## config.mk

```make
export PLATFORM = sky130hd
export DESIGN_NAME = csma_ca_transmit_controller_core
export DESIGN_NICKNAME = d
export VERILOG_FILES = /design/src/rtl/csma_tx_pkg.sv /design/src/rtl/csma_ca_transmit_controller_core.sv
export SDC_FILE = /design/constraint.sdc
export NUM_CORES = 1
export LEC_CHECK = 0
export ABC_AREA = 1
export BUFFER_PORTS_ARGS = -buffer_cell sky130_fd_sc_hd__buf_2
export CAP_MARGIN = 20
export CORE_MARGIN = 2
export CORE_UTILIZATION = 47
export CTS_CLUSTER_SIZE = 24
export DETAILED_ROUTE_END_ITERATION = 16
export GPL_TIMING_DRIVEN = 1
export PLACE_DENSITY_LB_ADDON = 0.08
export SLEW_MARGIN = 20
export SYNTH_ARGS = -nofsm -noshare
export SYNTH_HDL_FRONTEND = slang
export SYNTH_SLANG_ARGS = --single-unit
```

## constraint.sdc

```tcl
create_clock -name clk -period 2.45 [get_ports clk]
set_input_delay 0 -clock clk [delete_from_list [all_inputs] [get_ports clk]]
set_output_delay 0 -clock clk [all_outputs]
set_load 0.02 [all_outputs]
```

## src/rtl/csma_tx_pkg.sv

```systemverilog
// Shared types, codes and helpers for the CSMA-CA transmit controller.
package csma_tx_pkg;

  typedef struct packed {
    logic [1:0] opcode;
    logic [7:0] tx_length;
    logic [7:0] frame_control;
    logic [7:0] sequence_req;
    logic [7:0] retries;
    logic       tx_done;
    logic [6:0] rx_length;
    logic       rx_crc_ok;
  } in_req_t;

  typedef struct packed {
    logic [2:0]  kind;
    logic [4:0]  backoff_periods;
    logic [1:0]  status;
    logic [7:0]  attempts;
    logic [15:0] retx_total;
    logic [15:0] noack_total;
    logic        last;
  } out_req_t;

  localparam logic [1:0] OP_START   = 2'd0;
  localparam logic [1:0] OP_OUTCOME = 2'd1;
  localparam logic [1:0] OP_RX      = 2'd2;
  localparam logic [1:0] OP_TIMEOUT = 2'd3;

  localparam logic [2:0] KIND_ATTEMPT = 3'd0;
  localparam logic [2:0] KIND_BACKOFF = 3'd1;
  localparam logic [2:0] KIND_AWAIT   = 3'd2;
  localparam logic [2:0] KIND_FORWARD = 3'd3;
  localparam logic [2:0] KIND_DONE    = 3'd4;

  localparam logic [1:0] ST_OK      = 2'd0;
  localparam logic [1:0] ST_FAIL    = 2'd1;
  localparam logic [1:0] ST_BAD_LEN = 2'd2;

  localparam logic [1:0] PH_IDLE    = 2'd0;
  localparam logic [1:0] PH_ATTEMPT = 2'd1;
  localparam logic [1:0] PH_ACKWAIT = 2'd2;

  localparam logic REG_CCA_MODE = 1'b0;
  localparam logic REG_RNG_SEED = 1'b1;

  localparam logic [15:0] LFSR_DEFAULT   = 16'hACE1;
  localparam logic [7:0]  MAX_TX_LEN     = 8'd125;
  localparam int          ACK_REQ_BIT    = 5;
  localparam logic [2:0]  FTYPE_ACK      = 3'd2;
  localparam logic [6:0]  MIN_RX_LEN     = 7'd2;
  localparam logic [6:0]  MIN_ACK_LEN    = 7'd5;
  localparam logic [7:0]  PERIODS_MAX    = 8'd31;
  localparam logic [7:0]  ATTEMPT_SAT    = 8'hFF;

  function automatic logic [15:0] xorshift16(input logic [15:0] s);
    logic [15:0] x;
    x = s;
    x = x ^ (x << 7);
    x = x ^ (x >> 9);
    x = x ^ (x << 8);
    return x;
  endfunction

endpackage

```

## src/rtl/csma_ca_transmit_controller_core.sv

```systemverilog
// CSMA-CA transmit sequencer: event decode, state update and result queue.
// Results of an accepted request are registered in the result queue; out_ shows its head.
// Throughput: one request per cycle while in_stall is low; a request with two
// results takes two queue entries. A 4-entry result queue sets this: in_stall
// rises while more than two results are held.
// Reset: synchronous active-low rst_n clears state and queue; no clearing pass.
module csma_ca_transmit_controller_core
  import csma_tx_pkg::*;
#(
  parameter int MAX_FRAME_RETRIES = 3,
  parameter int MAX_BACKOFFS      = 4,
  parameter int MIN_EXPONENT      = 3,
  parameter int MAX_EXPONENT      = 5
) (
  input  logic        clk,
  input  logic        rst_n,
  input  logic        cfg_we,
  input  logic        cfg_index,
  input  logic [15:0] cfg_wdata,
  input  logic        in_valid,
  output logic        in_stall,
  input  in_req_t     in_data,
  output logic        out_valid,
  input  logic        out_stall,
  output out_req_t    out_data
);

  localparam int FIFO_DEPTH = 4;

  logic        cca_mode_r;
  logic [1:0]  phase_r, phase_nxt;
  logic        request_cca_r, request_cca_nxt;
  logic [2:0]  frame_try_r, frame_try_nxt;
  logic [2:0]  backoff_index_r, backoff_index_nxt;
  logic [3:0]  backoff_exponent_r, backoff_exponent_nxt;
  logic [7:0]  attempt_total_r, attempt_total_nxt;
  logic [7:0]  attempt_limit_r, attempt_limit_nxt;
  logic        want_ack_r, want_ack_nxt;
  logic [7:0]  expected_seq_r, expected_seq_nxt;
  logic [15:0] lfsr_r, lfsr_nxt;
  logic [15:0] retx_count_r, retx_count_nxt;
  logic [15:0] noack_count_r, noack_count_nxt;

  out_req_t    fifo_r [FIFO_DEPTH];
  logic [1:0]  wr_ptr_r, rd_ptr_r;
  logic [2:0]  count_r, count_nxt;

  logic        in_acc, out_acc;
  logic [1:0]  push_cnt;
  logic [2:0]  k0, k1;
  logic [4:0]  p0;
  logic [1:0]  s0, s1;
  out_req_t    res0, res1;
  logic [15:0] rnd_x;
  logic [8:0]  mask9;
  logic [7:0]  periods8;
  logic [4:0]  periods;
  logic        ack_match;

  assign in_stall  = (count_r > 3'd2);
  assign in_acc    = in_valid && !in_stall;
  assign out_valid = (count_r != 3'd0);
  assign out_acc   = out_valid && !out_stall;
  assign out_data  = fifo_r[rd_ptr_r];

  assign rnd_x    = xorshift16(lfsr_r);
  assign mask9    = (9'd1 << backoff_exponent_r) - 9'd1;
  assign periods8 = rnd_x[7:0] & mask9[7:0];
  assign periods  = (periods8 > PERIODS_MAX) ? PERIODS_MAX[4:0] : periods8[4:0];

  assign ack_match = (phase_r == PH_ACKWAIT) && (in_data.rx_length >= MIN_ACK_LEN) &&
                     (in_data.frame_control[2:0] == FTYPE_ACK) && in_data.rx_crc_ok &&
                     (in_data.sequence_req == expected_seq_r);

  always_comb begin
    phase_nxt            = phase_r;
    request_cca_nxt      = request_cca_r;
    frame_try_nxt        = frame_try_r;
    backoff_index_nxt    = backoff_index_r;
    backoff_exponent_nxt = backoff_exponent_r;
    attempt_total_nxt    = attempt_total_r;
    attempt_limit_nxt    = attempt_limit_r;
    want_ack_nxt         = want_ack_r;
    expected_seq_nxt     = expected_seq_r;
    lfsr_nxt             = lfsr_r;
    retx_count_nxt       = retx_count_r;
    noack_count_nxt      = noack_count_r;
    push_cnt             = 2'd0;
    k0                   = KIND_ATTEMPT;
    k1                   = KIND_ATTEMPT;
    p0                   = 5'd0;
    s0                   = ST_OK;
    s1                   = ST_OK;
    if (in_acc) begin
      case (in_data.opcode)
        OP_START: begin
          if (phase_r == PH_IDLE) begin
            attempt_total_nxt = 8'd0;
            push_cnt          = 2'd1;
            if (in_data.tx_length > MAX_TX_LEN) begin
              k0 = KIND_DONE;
              s0 = ST_BAD_LEN;
            end else begin
              request_cca_nxt      = cca_mode_r;
              want_ack_nxt         = in_data.frame_control[ACK_REQ_BIT];
              expected_seq_nxt     = in_data.sequence_req;
              attempt_limit_nxt    = in_data.retries + 8'd1;
              frame_try_nxt        = 3'd0;
              backoff_index_nxt    = 3'd0;
              backoff_exponent_nxt = 4'(MIN_EXPONENT);
              phase_nxt            = PH_ATTEMPT;
              if (!cca_mode_r && (attempt_limit_nxt == 8'd0)) begin
                phase_nxt = PH_IDLE;
                k0        = KIND_DONE;
                s0        = ST_FAIL;
              end
            end
          end
        end
        OP_OUTCOME: begin
          if (phase_r == PH_ATTEMPT) begin
            if (attempt_total_r != ATTEMPT_SAT) begin
              attempt_total_nxt = attempt_total_r + 8'd1;
            end
            push_cnt = 2'd1;
            if (!request_cca_r) begin
              if (in_data.tx_done) begin
                phase_nxt = PH_IDLE;
                k0        = KIND_DONE;
              end else if (attempt_total_nxt >= attempt_limit_r) begin
                phase_nxt = PH_IDLE;
                k0        = KIND_DONE;
                s0        = ST_FAIL;
              end
            end else if (in_data.tx_done) begin
              if (!want_ack_r) begin
                phase_nxt = PH_IDLE;
                k0        = KIND_DONE;
              end else begin
                phase_nxt = PH_ACKWAIT;
                k0        = KIND_AWAIT;
              end
            end else begin
              lfsr_nxt = (rnd_x != 16'd0) ? rnd_x : LFSR_DEFAULT;
              push_cnt = 2'd2;
              k0       = KIND_BACKOFF;
              p0       = periods;
              if (backoff_index_r >= 3'(MAX_BACKOFFS)) begin
                phase_nxt = PH_IDLE;
                k1        = KIND_DONE;
                s1        = ST_FAIL;
              end else begin
                backoff_index_nxt = backoff_index_r + 3'd1;
                if (backoff_exponent_r < 4'(MAX_EXPONENT)) begin
                  backoff_exponent_nxt = backoff_exponent_r + 4'd1;
                end
              end
            end
          end
        end
        OP_RX: begin
          if (in_data.rx_length >= MIN_RX_LEN) begin
            push_cnt = 2'd1;
            if (ack_match) begin
              if (frame_try_r != 3'd0) begin
                retx_count_nxt = retx_count_r + 16'd1;
              end
              phase_nxt = PH_IDLE;
              k0        = KIND_DONE;
            end else begin
              k0 = KIND_FORWARD;
            end
          end
        end
        OP_TIMEOUT: begin
          if (phase_r == PH_ACKWAIT) begin
            push_cnt = 2'd1;
            if (frame_try_r >= 3'(MAX_FRAME_RETRIES)) begin
              noack_count_nxt = noack_count_r + 16'd1;
              phase_nxt       = PH_IDLE;
              k0              = KIND_DONE;
              s0              = ST_FAIL;
            end else begin
              frame_try_nxt        = frame_try_r + 3'd1;
              backoff_index_nxt    = 3'd0;
              backoff_exponent_nxt = 4'(MIN_EXPONENT);
              phase_nxt            = PH_ATTEMPT;
            end
          end
        end
        default: begin
          push_cnt = 2'd0;
        end
      endcase
    end

    res0.kind            = k0;
    res0.backoff_periods = p0;
    res0.status          = s0;
    res0.attempts        = attempt_total_nxt;
    res0.retx_total      = retx_count_nxt;
    res0.noack_total     = noack_count_nxt;
    res0.last            = (push_cnt == 2'd1);
    res1.kind            = k1;
    res1.backoff_periods = 5'd0;
    res1.status          = s1;
    res1.attempts        = attempt_total_nxt;
    res1.retx_total      = retx_count_nxt;
    res1.noack_total     = noack_count_nxt;
    res1.last            = 1'b1;

    count_nxt = count_r + {1'b0, push_cnt} - {2'b00, out_acc};
  end

  always_ff @(posedge clk) begin
    if (!rst_n) begin
      cca_mode_r         <= 1'b0;
      phase_r            <= PH_IDLE;
      request_cca_r      <= 1'b0;
      frame_try_r        <= 3'd0;
      backoff_index_r    <= 3'd0;
      backoff_exponent_r <= 4'(MIN_EXPONENT);
      attempt_total_r    <= 8'd0;
      attempt_limit_r    <= 8'd0;
      want_ack_r         <= 1'b0;
      expected_seq_r     <= 8'd0;
      lfsr_r             <= LFSR_DEFAULT;
      retx_count_r       <= 16'd0;
      noack_count_r      <= 16'd0;
      wr_ptr_r           <= 2'd0;
      rd_ptr_r           <= 2'd0;
      count_r            <= 3'd0;
    end else begin
      phase_r            <= phase_nxt;
      request_cca_r      <= request_cca_nxt;
      frame_try_r        <= frame_try_nxt;
      backoff_index_r    <= backoff_index_nxt;
      backoff_exponent_r <= backoff_exponent_nxt;
      attempt_total_r    <= attempt_total_nxt;
      attempt_limit_r    <= attempt_limit_nxt;
      want_ack_r         <= want_ack_nxt;
      expected_seq_r     <= expected_seq_nxt;
      retx_count_r       <= retx_count_nxt;
      noack_count_r      <= noack_count_nxt;
      wr_ptr_r           <= wr_ptr_r + push_cnt;
      rd_ptr_r           <= rd_ptr_r + {1'b0, out_acc};
      count_r            <= count_nxt;
      if (cfg_we && (cfg_index == REG_CCA_MODE)) begin
        cca_mode_r <= cfg_wdata[0];
      end
      if (cfg_we && (cfg_index == REG_RNG_SEED)) begin
        lfsr_r <= (cfg_wdata != 16'd0) ? cfg_wdata : LFSR_DEFAULT;
      end else begin
        lfsr_r <= lfsr_nxt;
      end
    end
  end

  // result queue storage
  always_ff @(posedge clk) begin
    if (push_cnt != 2'd0) begin
      fifo_r[wr_ptr_r] <= res0;
    end
    if (push_cnt == 2'd2) begin
      fifo_r[wr_ptr_r + 2'd1] <= res1;
    end
  end

`ifndef SYNTH
  a_queue_bound: assert property (@(posedge clk) disable iff (!rst_n)
    count_r <= 3'(FIFO_DEPTH))
    else $error("result queue overflow");

  a_pair_is_backoff: assert property (@(posedge clk) disable iff (!rst_n)
    (push_cnt == 2'd2) |-> (res0.kind == KIND_BACKOFF && !res0.last))
    else $error("two results without a leading backoff");

  a_exp_range: assert property (@(posedge clk) disable iff (!rst_n)
    (backoff_exponent_r <= 4'(MAX_EXPONENT)) || (backoff_exponent_r == 4'(MIN_EXPONENT)))
    else $error("backoff exponent out of range");

  a_done_goes_idle: assert property (@(posedge clk) disable iff (!rst_n)
    (push_cnt == 2'd1 && res0.kind == KIND_DONE) |=> (phase_r == PH_IDLE))
    else $error("done reported while still busy");
`endif

endmodule

```

# Word-level counts from Yosys, hierarchy flattened
# Memories as Yosys holds them, arrays and structs flattened. A register that Yosys moved wholly into a read port is not among the register bits.
# Cells that the tools add are included.
# W data, S select, Z words.
[totals]
n_memories = 1
ram_bits = 204
output_inout_bits = 53
reg_bits = 94
wordCells = 221
[mem_list]
columns = ["memory", "depth", "width", "rd", "rd_ports_with_merged_regs", "wr", "line", "source"]
rows = [
  ["fifo_r", 4, 51, 1, 1, 2, "csma_ca_transmit_controller_core.sv:44", "out_req_t fifo_r [FIFO_DEPTH];"],
]
[classes]
n_addsub = 13
mux = 119
shift = 1
n_reduce_logical = 32
order_cmp = 9
n_eq_ne = 24
n_bitwise = 6
[ops]
columns = ["op", "count"]
rows = [
  ["$mux W16", 17],
  ["$mux W3", 30],
  ["$mux W8", 7],
  ["$mux W2", 20],
  ["$mux W4", 9],
  ["$add A16 B1 Y16 const B", 2],
  ["$reduce_bool A16 Y1", 2],
  ["$xor A16 B16 Y16", 2],
  ["$mux W5", 6],
  ["$mux W1", 22],
  ["$ne A2 B2 Y1 const B", 11],
  ["$add A8 B1 Y8 const B", 2],
  ["$pmux W2 S4", 2],
  ["$pmux W8 S2", 1],
  ["$xor A16 B7 Y16", 1],
  ["$pmux W3 S4", 1],
  ["$pmux W4 S3", 1],
  ["$reduce_bool A2 Y1", 6],
  ["$reduce_and A11 Y1", 1],
  ["$reduce_and A10 Y1", 1],
  ["$logic_and A1 B1 Y1", 9],
  ["$pmux W3 S3", 1],
  ["$reduce_and A9 Y1", 1],
  ["$reduce_bool A3 Y1", 3],
  ["other kinds (35)", 46],
]

# Logic depth before layout (Yosys ltp)
[depth]
word_depth = 12
ltp_mapped = 21

# Worst setup path before layout
# OpenSTA, ideal clock, no wires.
[synth_path]
path_kind = "register -> register"
startpoint = "reg attempt_total_r[0]"
endpoint = "mem fifo_r[1][50] in the netlist's numbering, data pin"
period_less_slack_ns = 2.408
required_ns = 2.195
stages_incl_launch_ff = 19
setup_slack_ns = 0.042
arrival_time_ns = 2.153
cell_sequence = "dfxtp_1 > ha_1 > nand2_1 > inv_1 > nand3_1 > nor2_1 > nand2_1 > xor2_1 > ha_1 > nand2_1 > nand3_1 > nand2_1 > nand2_1 > nand2_1 > nand3_1 > nand2_1 > nand3b_1 > nand4_1 > nand2_1"
[synth_lines]
columns = ["element", "line", "source"]
rows = [
  ["from (decl)", "csma_ca_transmit_controller_core.sv:36", "logic [7:0] attempt_total_r, attempt_total_nxt;"],
  ["from (signal assigned)", "csma_ca_transmit_controller_core.sv:239", "attempt_total_r <= attempt_total_nxt;"],
  ["to (decl)", "csma_ca_transmit_controller_core.sv:44", ""],
]

==> summary.txt <==
Run status
  – Status: finished, violations left
  – Violated checks: negative setup slack

Worst hold path
  – Worst Hold Class: input pin to register

Detailed routing
  – Pre-Repair DR Iteration Count: 5
  – DRC errors left: 0
  – Routed len/inst: 16.0 µm
  – Vias: 12900
  – Vias per inst: 5.22
  – Iteration-0 DRC Markers: around 760
  – Final WL: slightly below 40000 µm
  – DRT antenna net count: 0

Clock tree
  – CTS tree: done
  – Clk sinks: between 200 and 300
  – Clk slew on worst S/H paths: roughly 60 ps
  – Clk_lat worst skew: 510 ps
  – Clk root buf: clkbuf_16
  – # H-tree levels: 2
  – CTS Buf Count: 34
  – Longest Clk Path Bufs: 3

Die
  – Die ar.: between 30000 and 40000 µm²
  – Die H: around 180 µm
  – I/O Pins: ~120
  – Die width: 184 µm
  – Initial Util: 0.480
  – Core Region: around 32000 µm²
  – Num rows: 65

Timing
  – Final setup violation count: 8
  – Fmax: 392 MHz
  – Worst Tran Pin Value: approximately 700 ps
  – Final setup margin: -101 ps
  – Fin crit period: roughly 2600 ps
  – Clk_skew: 17.9 ps
  – Setup TNS Final: -512 ps
  – Final Cycle Share: 1.04
  – RSZ-0062 raised after global routing: yes
  – Slew margin rel.: 0.538
  – Final hold violation count: 0
  – Pins over their slew limit: 0

Power and ir drop
  – Leakage: 7.46 nW
  – Power density over the cells: just under 800 nW/µm²
  – Worst IR Drop VDD: between 0.0004 and 0.0005 V

Synthesis
  – Synth Flop Type: edfxtp_1
  – Yosys reg bits: slightly below 300
  – Post-Synthesis Cells: around 1900
  – Top-area cell type share of the netlist area: 0.331
  – Top cells by area, synth: edfxtp_1, dfxtp_1, nor2_1, nand2_1, o21ai_0
  – Post-synth net total: slightly below 2000
  – Synth Cell Area: around 15000 µm²
  – Library cells used by synthesis: 45
  – Post-synth top area cell: edfxtp_1
  – Sequential share of the synthesized area: 0.502
  – Synth Warn #: 0
  – Ys async rst share: 0
  – Post-synth EDFFs: around 170
  – Mapped Avg Cell Area: about 8.1 µm²

Critical path
  – Worst Path Required: roughly 2700 ps
  – Crit-path max FO: 4
  – Crit Path Class: register to register
  – Critical Path Sink Type: register
  – Crit path cell chain: ha_4, nand2_4, inv_2, nand3_2, nor2_4, nand2_4, buf_4, nand2_1, ha_4, nand2_1, inv_1, nand2_1, nand2_1, nand2_2, nand3_2, nand2_2, nand3b_1, nand4_1, nand2_1
  – CP max-delay cell: dfxtp_4
  – Top delay family on crit path: simple AND/OR/NAND/NOR gates
  – WP buf/inv: 3
  – Crit path DAT: roughly 2800 ps
  – Slowest stage delay, CP: approximately 360 ps
  – CP dominant cell by count: nand2_1
  – Worst Setup Start Kind: register

Global route
  – Initial antenna violation count: 1
  – Grt ovf: 0
  – First-pass GRT wire length: between 60000 and 70000 µm
  – Aggregate global-route resource usage: 0.239
  – Largest net degree at the start of global routing: 80
  – Vias in the first global route: approximately 13000

Place
  – I/O Buffers: roughly 110
  – Pre-CTS setup slack: -216 ps
  – Gpl congestion: around 0.87
  – HPWL Detailed: ~26000 µm

Cells and area
  – Final nets: about 2200
  – Fraction of layout cells with a size suffix above 1: 0.153
  – P&R area growth vs syn: 19.0%
  – # fillers: around 3000

Flow run
  – Max_cap viols: 0
logic make-up after synthesis:
kind of cell	after synthesis	share of synthesized area
muxes	2	0.00131
adders and majority gates	36	0.0301
buffers and inverters	272	0.0767
xor gates and xnor gates	41	0.0246
DFF	298	0.502
and+or+nand+nor	914	0.254
AOI/OAI and AO/OA	312	0.111
cell type report:
| class | instances | area, µm² | share of cell area |
|---|---|---|---|
| clock buffers | 52 | 990 | 0.0546 |
| diodes | 1 | 2.50 | 0.000138 |
| inverters | 201 | 774 | 0.0427 |
| multi-input cells | 1306 | 6640 | 0.366 |
| repair buffers | 211 | 1490 | 0.0824 |
| clock inverters | 7 | 70.1 | 0.00387 |
| flip-flops and latches | 298 | 7660 | 0.422 |
| well taps | 402 | 503 | 0.0277 |
cell usage in the layout, fill, tap and decap left out, drive strengths merged, types with 2 or more instances in the layout:
cell type	n
dlygate4sd3	38
nand3b	8
clkinv	8
o21ai	164
mux2i	2
a22oi	2
dfxtp	130
o21a	2
a21oi	77
o211ai	4
nor2	393
xor2	26
edfxtp	168
ha	35
xnor2	15
o22ai	54
nor3	12
clkbuf	52
nand2	372
nand3	93
inv	197
nand4	28
a31oi	5
nor4	2
buf	173
clkinvlp	2
or2	6
o21bai	2
final timing paths:
path,startpoint,end,slack (ps),cells after the start
worst max register to register,attempt_total_r[0],fifo_r[2][50],-100,19
worst min-delay path,cfg_index,lfsr_r[3],30,4
worst max-delay path,attempt_total_r[0],fifo_r[2][50],-100,19
worst min register to register,fifo_r[2][43],fifo_r[2][43],450,2
stage by stage:
step	hold slack, ps	util	power, mW	instance area, µm²	instances
finish	31.0	0.572	14.4	18100	2478
floorplan	90.0	-	8.24	15200	1875
CTS	5.80	0.565	14.5	17900	2473
detailed placement	240	0.517	9.57	16400	2373
global placement	233	0.517	9.54	16400	2373
global route	57.5	0.571	15.1	18100	2477
sequential cells by signal, summed over array words and instances (netlist names), 2 cells and up:
name,flops
backoff_index_r,3
fifo_r,204
rd_ptr_r,2
count_r,3
phase_r,2
noack_count_r,16
wr_ptr_r,2
attempt_limit_r,8
backoff_exponent_r,4
expected_seq_r,8
lfsr_r,16
frame_try_r,3
attempt_total_r,8
retx_count_r,16
cells in the mapped netlist, types with 5 or more instances:
cell      instances
xor2_1           24
o22ai_1          54
nor3_1           12
nor2_1          383
inv_1           186
or2_2             6
nand2_2           6
clkbuf_1         51
o21ai_0         163
inv_2             5
buf_6            17
nand2_4           9
nand3_2           5
clkinv_1          5
nand4_1          28
nand3b_1          8
nand3_1          87
dfxtp_1         130
nand2_1         357
a21oi_2           7
xnor2_1          15
ha_1             35
a31oi_1           5
a21oi_1          70
edfxtp_1        168
where the power goes:
part	internal, mW	total [mW]	leakage [nW]	switching [mW]
sequential	5.53	5.72	2.54	0.194
combinational	1.22	3.82	4.41	2.59
clock	2.89	4.86	0.513	1.97
total	9.64	14.4	7.46	4.76
worst min-delay path: stages:
cell	delay, ps
buf_2	90
nand2_1	200
nand2_1	130
a21oi_1	50
repair_timing:
item,CTS,global route
buffers inserted,3,3
setup endpoints to repair,10,171
pin swaps,17,19
hold endpoints to repair,35,0
cloned,0,1
hold buffers,38,0
resized for setup,17,38
layer usage:
| metal | global-route usage | routed length [µm] | up-vias |
|---|---|---|---|
| met1 | 0.317 | 18100 | 6043 |
| met2 | 0.411 | 18800 | 301 |
| met5 | 0 | 0 | - |
| met4 | 0.0643 | 952 | 0 |
| met3 | 0.0331 | 1950 | 67 |
| li1 | - | - | 6528 |
Note: power is estimated with default switching activity, not from simulation.
